File: src/hw/rtl/crfe_pkg.sv
package crfe_pkg;

  // Field widths fixed by the interface.
  localparam int unsigned SCR_BITS   = 13;
  localparam int unsigned END_BITS   = SCR_BITS + 1;
  localparam int unsigned PITCH_BITS = 16;
  localparam int unsigned BPP_BITS   = 8;
  localparam int unsigned ADDR_BITS  = 32;
  localparam int unsigned DATA_BITS  = 32;
  localparam int unsigned FIELD_BITS = 16;
  localparam int unsigned NBYTE_BITS = 3;
  localparam int unsigned CFG_IDX_BITS = 3;

  // Default for the coordinate width parameter.
  localparam int unsigned COORD_BITS_DEF = 16;

  // Request codes.
  localparam logic REQ_START = 1'b0;
  localparam logic REQ_TICK  = 1'b1;

  // Configuration register indexes.
  localparam logic [CFG_IDX_BITS-1:0] CFG_SCREEN_WIDTH   = 3'd0;
  localparam logic [CFG_IDX_BITS-1:0] CFG_SCREEN_HEIGHT  = 3'd1;
  localparam logic [CFG_IDX_BITS-1:0] CFG_ROW_PITCH      = 3'd2;
  localparam logic [CFG_IDX_BITS-1:0] CFG_BITS_PER_PIXEL = 3'd3;
  localparam logic [CFG_IDX_BITS-1:0] CFG_FRAME_BASE     = 3'd4;

  // Configuration reset values.
  localparam logic [SCR_BITS-1:0]   SCREEN_WIDTH_RST   = 13'd640;
  localparam logic [SCR_BITS-1:0]   SCREEN_HEIGHT_RST  = 13'd480;
  localparam logic [PITCH_BITS-1:0] ROW_PITCH_RST      = 16'd2560;
  localparam logic [BPP_BITS-1:0]   BITS_PER_PIXEL_RST = 8'd32;
  localparam logic [ADDR_BITS-1:0]  FRAME_BASE_RST     = 32'd0;

  // Color field masks for RGB565 packing, plus byte and 24-bit RGB masks.
  localparam logic [DATA_BITS-1:0] R5_SEL     = 32'h00F8_0000;
  localparam logic [DATA_BITS-1:0] G6_SEL     = 32'h0000_FC00;
  localparam logic [DATA_BITS-1:0] B5_SEL     = 32'h0000_00F8;
  localparam logic [DATA_BITS-1:0] BYTE_MASK  = 32'h0000_00FF;
  localparam logic [DATA_BITS-1:0] RGB_MASK   = 32'h00FF_FFFF;

  typedef struct packed {
    logic                          req_type;
    logic signed [FIELD_BITS-1:0]  rect_x;
    logic signed [FIELD_BITS-1:0]  rect_y;
    logic signed [FIELD_BITS-1:0]  rect_w;
    logic signed [FIELD_BITS-1:0]  rect_h;
    logic [DATA_BITS-1:0]          fill_color;
  } in_t;

  typedef struct packed {
    logic                  write_valid;
    logic [ADDR_BITS-1:0]  write_addr;
    logic [DATA_BITS-1:0]  write_data;
    logic [NBYTE_BITS-1:0] write_bytes;
    logic                  last_write;
    logic                  rect_empty;
    logic                  busy_res;
  } out_t;

  // Bytes per pixel for a supported depth, zero otherwise.
  function automatic logic [NBYTE_BITS-1:0] bytes_per_pixel(input logic [BPP_BITS-1:0] bpp);
    logic [NBYTE_BITS-1:0] n;
    unique case (bpp)
      8'd8:    n = 3'd1;
      8'd16:   n = 3'd2;
      8'd24:   n = 3'd3;
      8'd32:   n = 3'd4;
      default: n = 3'd0;
    endcase
    return n;
  endfunction

  // Pack a 0x00RRGGBB color into the framebuffer pixel format.
  function automatic logic [DATA_BITS-1:0] pack_color(input logic [DATA_BITS-1:0] c,
                                                      input logic [NBYTE_BITS-1:0] bpb);
    logic [DATA_BITS-1:0] p;
    case (bpb)
      3'd4:    p = c;
      3'd3:    p = c & RGB_MASK;
      3'd2:    p = ((c & R5_SEL) >> 8) | ((c & G6_SEL) >> 5) | ((c & B5_SEL) >> 3);
      default: p = c & BYTE_MASK;
    endcase
    return p;
  endfunction

endpackage

File: src/hw/rtl/clipped_rect_fill_engine.sv
// Rectangle fill engine: one result per request, registered at the output.
// A result appears in the cycle after its request is accepted.
// Throughput: one request per cycle; the output register holds a result while
// the consumer stalls and the next request is taken as soon as it is drained.
// Reset (synchronous, active low) restores the default screen setup and idles.
module clipped_rect_fill_engine #(
  parameter int unsigned COORD_BITS = crfe_pkg::COORD_BITS_DEF
) (
  input  logic                                clk,
  input  logic                                rst_n,
  input  logic                                in_valid,
  output logic                                in_ready,
  input  crfe_pkg::in_t                       in_data,
  output logic                                out_valid,
  input  logic                                out_ready,
  output crfe_pkg::out_t                      out_data,
  input  logic                                cfg_valid,
  output logic                                cfg_ready,
  input  logic [crfe_pkg::CFG_IDX_BITS-1:0]   cfg_index,
  input  logic [crfe_pkg::DATA_BITS-1:0]      cfg_data
);
  import crfe_pkg::*;

  // Signed working width: holds a coordinate sum without overflow.
  localparam int unsigned CW = COORD_BITS + 2;

  // Configuration registers.
  logic [SCR_BITS-1:0]   scr_w_r, scr_h_r;
  logic [PITCH_BITS-1:0] pitch_r;
  logic [BPP_BITS-1:0]   bpp_r;
  logic [ADDR_BITS-1:0]  base_r;

  // Walk state.
  logic                  active_r, active_nxt;
  logic [SCR_BITS-1:0]   cur_col_r, cur_col_nxt;
  logic [SCR_BITS-1:0]   cur_row_r, cur_row_nxt;
  logic [SCR_BITS-1:0]   first_col_r, first_col_nxt;
  logic [END_BITS-1:0]   end_col_r, end_col_nxt;
  logic [END_BITS-1:0]   end_row_r, end_row_nxt;
  logic [ADDR_BITS-1:0]  row_addr_r, row_addr_nxt;
  logic [ADDR_BITS-1:0]  pixel_addr_r, pixel_addr_nxt;
  logic [DATA_BITS-1:0]  color_r, color_nxt;

  // Output register.
  logic                  out_valid_r;
  out_t                  out_data_r, res;

  logic in_fire, cfg_fire;

  // Start decode.
  logic signed [CW-1:0]  xs, ys, ws, hs, x0, y0, x1, y1, sw_s, sh_s;
  logic [NBYTE_BITS-1:0] bpb;
  logic                  empty;
  logic [SCR_BITS+PITCH_BITS-1:0] row_off;
  logic [SCR_BITS+NBYTE_BITS-1:0] col_off;
  logic [ADDR_BITS-1:0]  start_addr;

  // Tick step.
  logic [END_BITS-1:0]   col_inc, row_inc;
  logic                  col_done, row_done;

  assign in_ready  = !out_valid_r || out_ready;
  assign in_fire   = in_valid && in_ready;
  assign cfg_ready = 1'b1;
  assign cfg_fire  = cfg_valid && cfg_ready;
  assign out_valid = out_valid_r;
  assign out_data  = out_data_r;

  assign bpb = bytes_per_pixel(bpp_r);

  // Clip the rectangle to the screen and to non-negative coordinates.
  always_comb begin
    xs   = CW'(signed'(in_data.rect_x[COORD_BITS-1:0]));
    ys   = CW'(signed'(in_data.rect_y[COORD_BITS-1:0]));
    ws   = CW'(signed'(in_data.rect_w[COORD_BITS-1:0]));
    hs   = CW'(signed'(in_data.rect_h[COORD_BITS-1:0]));
    sw_s = signed'(CW'(scr_w_r));
    sh_s = signed'(CW'(scr_h_r));
    x0   = xs[CW-1] ? '0 : xs;
    y0   = ys[CW-1] ? '0 : ys;
    x1   = xs + ws;
    y1   = ys + hs;
    if (x1 > sw_s) begin
      x1 = sw_s;
    end
    if (y1 > sh_s) begin
      y1 = sh_s;
    end
    empty = (x1 <= x0) || (y1 <= y0) || (base_r == '0) || (bpb == '0);
  end

  // First pixel address of a start; only meaningful when not empty.
  assign row_off    = (SCR_BITS+PITCH_BITS)'(y0[SCR_BITS-1:0]) *
                      (SCR_BITS+PITCH_BITS)'(pitch_r);
  assign col_off    = (SCR_BITS+NBYTE_BITS)'(x0[SCR_BITS-1:0]) *
                      (SCR_BITS+NBYTE_BITS)'(bpb);
  assign start_addr = base_r + ADDR_BITS'(row_off) + ADDR_BITS'(col_off);

  assign col_inc  = END_BITS'(cur_col_r) + END_BITS'(1);
  assign row_inc  = END_BITS'(cur_row_r) + END_BITS'(1);
  assign col_done = col_inc >= end_col_r;
  assign row_done = row_inc >= end_row_r;

  // Next walk state and the result of the accepted transaction.
  always_comb begin
    active_nxt     = active_r;
    cur_col_nxt    = cur_col_r;
    cur_row_nxt    = cur_row_r;
    first_col_nxt  = first_col_r;
    end_col_nxt    = end_col_r;
    end_row_nxt    = end_row_r;
    row_addr_nxt   = row_addr_r;
    pixel_addr_nxt = pixel_addr_r;
    color_nxt      = color_r;
    res            = '0;

    if (in_data.req_type == REQ_START) begin
      if (empty) begin
        active_nxt = 1'b0;
      end else begin
        active_nxt     = 1'b1;
        cur_col_nxt    = x0[SCR_BITS-1:0];
        first_col_nxt  = x0[SCR_BITS-1:0];
        cur_row_nxt    = y0[SCR_BITS-1:0];
        end_col_nxt    = x1[END_BITS-1:0];
        end_row_nxt    = y1[END_BITS-1:0];
        color_nxt      = pack_color(in_data.fill_color, bpb);
        row_addr_nxt   = start_addr;
        pixel_addr_nxt = start_addr;
      end
      res.rect_empty = empty;
    end else if (active_r) begin
      res.write_valid = 1'b1;
      res.write_addr  = pixel_addr_r;
      res.write_data  = color_r;
      res.write_bytes = bpb;
      cur_col_nxt     = col_inc[SCR_BITS-1:0];
      if (col_done) begin
        cur_row_nxt = row_inc[SCR_BITS-1:0];
        if (row_done) begin
          res.last_write = 1'b1;
          active_nxt     = 1'b0;
        end else begin
          cur_col_nxt    = first_col_r;
          row_addr_nxt   = row_addr_r + ADDR_BITS'(pitch_r);
          pixel_addr_nxt = row_addr_nxt;
        end
      end else begin
        pixel_addr_nxt = pixel_addr_r + ADDR_BITS'(bpb);
      end
    end
    res.busy_res = active_nxt;
  end

  // Configuration registers; a write to any of the five cancels a rectangle in progress.
  always_ff @(posedge clk) begin
    if (!rst_n) begin
      scr_w_r <= SCREEN_WIDTH_RST;
      scr_h_r <= SCREEN_HEIGHT_RST;
      pitch_r <= ROW_PITCH_RST;
      bpp_r   <= BITS_PER_PIXEL_RST;
      base_r  <= FRAME_BASE_RST;
    end else if (cfg_fire) begin
      unique case (cfg_index)
        CFG_SCREEN_WIDTH:   scr_w_r <= cfg_data[SCR_BITS-1:0];
        CFG_SCREEN_HEIGHT:  scr_h_r <= cfg_data[SCR_BITS-1:0];
        CFG_ROW_PITCH:      pitch_r <= cfg_data[PITCH_BITS-1:0];
        CFG_BITS_PER_PIXEL: bpp_r   <= cfg_data[BPP_BITS-1:0];
        CFG_FRAME_BASE:     base_r  <= cfg_data;
        default: ;
      endcase
    end
  end

  // Walk state control.
  always_ff @(posedge clk) begin
    if (!rst_n) begin
      active_r <= 1'b0;
    end else if (cfg_fire && (cfg_index <= CFG_FRAME_BASE)) begin
      active_r <= 1'b0;
    end else if (in_fire) begin
      active_r <= active_nxt;
    end
  end

  // Walk state payload.
  always_ff @(posedge clk) begin
    if (in_fire) begin
      cur_col_r    <= cur_col_nxt;
      cur_row_r    <= cur_row_nxt;
      first_col_r  <= first_col_nxt;
      end_col_r    <= end_col_nxt;
      end_row_r    <= end_row_nxt;
      row_addr_r   <= row_addr_nxt;
      pixel_addr_r <= pixel_addr_nxt;
      color_r      <= color_nxt;
    end
  end

  // Output register: holds a result until the consumer takes it.
  always_ff @(posedge clk) begin
    if (!rst_n) begin
      out_valid_r <= 1'b0;
    end else if (in_fire) begin
      out_valid_r <= 1'b1;
    end else if (out_ready) begin
      out_valid_r <= 1'b0;
    end
  end

  always_ff @(posedge clk) begin
    if (in_fire) begin
      out_data_r <= res;
    end
  end

endmodule
File: config.mk
export PLATFORM = sky130hd
export DESIGN_NAME = clipped_rect_fill_engine
export DESIGN_NICKNAME = d
export VERILOG_FILES = /design/src/hw/rtl/crfe_pkg.sv /design/src/hw/rtl/clipped_rect_fill_engine.sv
export SDC_FILE = /design/constraint.sdc
export NUM_CORES = 1
export LEC_CHECK = 0
export BUFFER_PORTS_ARGS = -buffer_cell sky130_fd_sc_hd__buf_2
export CAP_MARGIN = 20
export CORE_MARGIN = 3
export CORE_UTILIZATION = 60
export DETAILED_ROUTE_END_ITERATION = 16
export GPL_TIMING_DRIVEN = 0
export PLACE_DENSITY = 0.8
export SYNTH_ARGS = -nofsm -noshare
export SYNTH_HDL_FRONTEND = slang
export SYNTH_SLANG_ARGS = --single-unit
export TNS_END_PERCENT = 50
File: constraint.sdc
create_clock -name clk -period 13.2 [get_ports clk]
set_input_delay 0.66 -clock clk [delete_from_list [all_inputs] [get_ports clk]]
set_output_delay 0.66 -clock clk [all_outputs]
set_load 0.01 [all_outputs]
==> results.yml <==
floorplan:
  fp.dieH_um: 222
  core_region_area_mm2: 0.0457
  die_w_um: 222
  rows: 78
  start_util_pct: 61.2
  fp.dieArea_mm2: 0.0492
  ios: 211
power_and_ir_drop:
  peakVddDrop_mv: 0.106
  powerDensity_mw_per_mm2: 92.0
  leakagePower_nw: 14.1
detailed_routing:
  routed_via_density: 6.00
  wl_um: 81300
  drc: 0
  wl_per_cell_um: 21.2
  vias: 23000
  antenna_left: 0
  first_pass_iters: 6
  drt_iter0_drc: 2075
critical_path:
  crit_end: "pixel_addr_r[31]"
  start_kind: "flip-flop"
  cp-end-kind: "flip-flop"
  critical_path.max_fanout: 10
  cp_slowest_cell: "a2111oi_0"
  r2r-end: "pixel_addr_r[31]"
  crit_type: "reg -> reg"
  worst-r2r-cell-count: 28
  r2r_start: "bpp_r[0]"
  crit_start: "bpp_r[0]"
  reg2reg_slack_ns: 4.26
  cpPeakStageDelay_ns: 0.70
  crit_required_ns: 13.48
  cp.arrival_ns: 9.21
status:
  outcome: "complete, no violations"
synth:
  yosysSeqAreaShare_pct: 31.2
  synth_cell_types: 80
  syn_avg_cell_area_um2: 9.45
  syn_inst: 2957
  yosys_warnings: 0
  synth-main-ff-cell: "edfxtp_1"
  synthArstFlopShare_pct: 0
  synth_area_mm2: 0.0279
  synth_nets: 3555
  synth_seq_cells: 318
  synth_edf_count: 234
place:
  dpl_cell_area_mm2: 0.0299
  place_congestion: 1.03
  io_buffer_count: 208
  dp_hpwl_um: 65200
sta:
  finalCritPeriodShare_pct: 67.7
  worst_slew_pin_slew_ns: 1.03
  setup_viol: 0
  max-slew-margin-rel_pct: 30.9
  hold_viol: 0
  fin_skew_ns: 0.0315
  slew_viol_final: 0
  min_period_ns: 8.94
  max_freq_mhz: 112
  rsz0062_at_grt: "no"
final_layout:
  fin_nets: 3809
  fillCellCount: 3573
  final_core_util_pct: 68.1
  design_area_mm2: 0.0311
  drive_above_1_share_pct: 10.3
  area_growth_pct: 11.2
  multi_input_area_mm2: 0.0173
  seqCellArea_mm2: 0.00871
grt:
  grt_start_max_net_pins: 74
  grt.total_usage_pct: 32.8
  grt-ovfl-total: 0
  antenna_found_initial: 0
  grt_pass1_wl_um: 127000
  grt_pass1_vias: 23200
clock_network:
  cts_tree: "done"
  cts_made_buffers: 35
  cts.clk_slew.worst_paths_ns: 0.08
  htreeDepth: 2
  clk_path_buf_depth: 3
  cts_resized: 0
  post_cts_buffers: 0
  clock_sinks: 318
  root_buffer: "clkbuf_16"
  clk_latency_ns: 0.55
  cts_hold_buf: 0
worst_hold_path:
  hold_path_class: "in -> reg"
run:
  maxCapViolations: 0
-- how the worst min path moves through the flow --
stage                       startpoint    endpoint  slack [ns]  depth (start not counted)
final                     cfg_data[25]  base_r[25]        0.35                          3
after global routing      cfg_data[25]  base_r[25]        0.35                          3
after CTS                 cfg_data[25]  base_r[25]        0.34                          3
after detailed placement    scr_h_r[2]  scr_h_r[2]        0.47                          2
after global placement      scr_h_r[2]  scr_h_r[2]        0.46                          2
after floorplan             scr_h_r[2]  scr_h_r[2]        0.44                          2
-- logic make-up after synthesis --
group	after synthesis	synth area share, %
adder cells (fa/ha/maj)	461	26.6
AND/OR/NAND/NOR	982	16.6
AO/OA/AOI/OAI	499	12.3
other	1	0.0134
flip-flops	318	31.2
buffers and inverters	509	6.99
multiplexers	71	2.69
XOR/XNOR	116	3.64
-- final cells by class --
cell class	instances	area share, %
buffer	118	1.57
sequential	318	28.0
clock inverter	17	0.588
antenna	2	0.0161
clock buffer	45	3.32
inverter	391	4.73
timing repair buffer	217	3.67
multi-input combinational	2130	55.7
tap	600	2.41
-- where the power goes --
| part | internal [mW] | switching [mW] | total (mW) |
|---|---|---|---|
| combinational | 0.269 | 0.426 | 0.695 |
| clock | 0.617 | 0.429 | 1.05 |
| sequential | 1.11 | 0.0147 | 1.12 |
-- routing by layer --
layer	share of wire, %	vias up	track usage (%)
met5	0	-	0
met4	3.8	0	11.6
met1	40	11200	43.5
met3	9.4	203	6.37
met2	46	1138	54.1
li1	-	10500	-
-- sequential cells by signal, summed over array words and instances, names as in the netlist, 8 cells and up --
signal,count
pitch_r,16
bpp_r,8
cur_col_r,13
end_col_r,14
out_data,71
base_r,32
scr_w_r,13
scr_h_r,13
color_r,32
first_col_r,13
pixel_addr_r,32
row_addr_r,32
cur_row_r,13
end_row_r,14
-- critical path: cells and delay by family, from the launching register on --
kind                     cells  cell delay (ns)
AO/OA/AOI/OAI                7             2.11
adder cells (fa/ha/maj)      7             3.43
buffers and inverters        8             1.27
flip-flops                   1             0.32
multiplexers                 1             0.19
AND/OR/NAND/NOR              5             1.32
-- Yosys cell counts, types with 56 or more instances --
library cell	n	share of area, %
nand2_1	450	6.0
nor2_1	125	1.7
clkbuf_1	108	1.5
ha_1	238	11
edfxtp_1	234	25
a21boi_0	78	2.1
and3_1	93	2.1
xnor2_1	66	2.1
nand3_1	59	1.1
a21oi_1	91	1.6
and2_1	80	1.8
dfxtp_1	84	6.0
inv_1	389	5.2
a21o_1	56	1.5
fa_1	223	16
o21ai_0	86	1.5
-- placed cells by master, fill, tap and decap left out, drive strengths merged, types with 91 or more instances in the layout --
cell type | Yosys | final
and3 | 93 | 93
ha | 238 | 238
inv | 389 | 390
buf | 9 | 226
nor2 | 125 | 125
edfxtp | 234 | 234
a21oi | 91 | 91
fa | 223 | 223
nand2 | 450 | 450
clkbuf | 108 | 153
-- stage by stage --
stage / setup slack (ns) / total power, mW / hold slack (ns) / TNS, ns / cells
floorplan: 1.58 / 1.60 / 0.443 / 0 / 2957
detailed placement: 4.25 / 1.81 / 0.475 / 0 / 3774
global placement: -1.47 / 1.79 / 0.460 / -106.43 / 3765
finish: 4.26 / 2.86 / 0.352 / 0 / 3838
CTS: 4.53 / 2.85 / 0.336 / 0 / 3836
global route: 3.92 / 2.98 / 0.352 / 0 / 3836
Power figures use the tool's default switching activity.
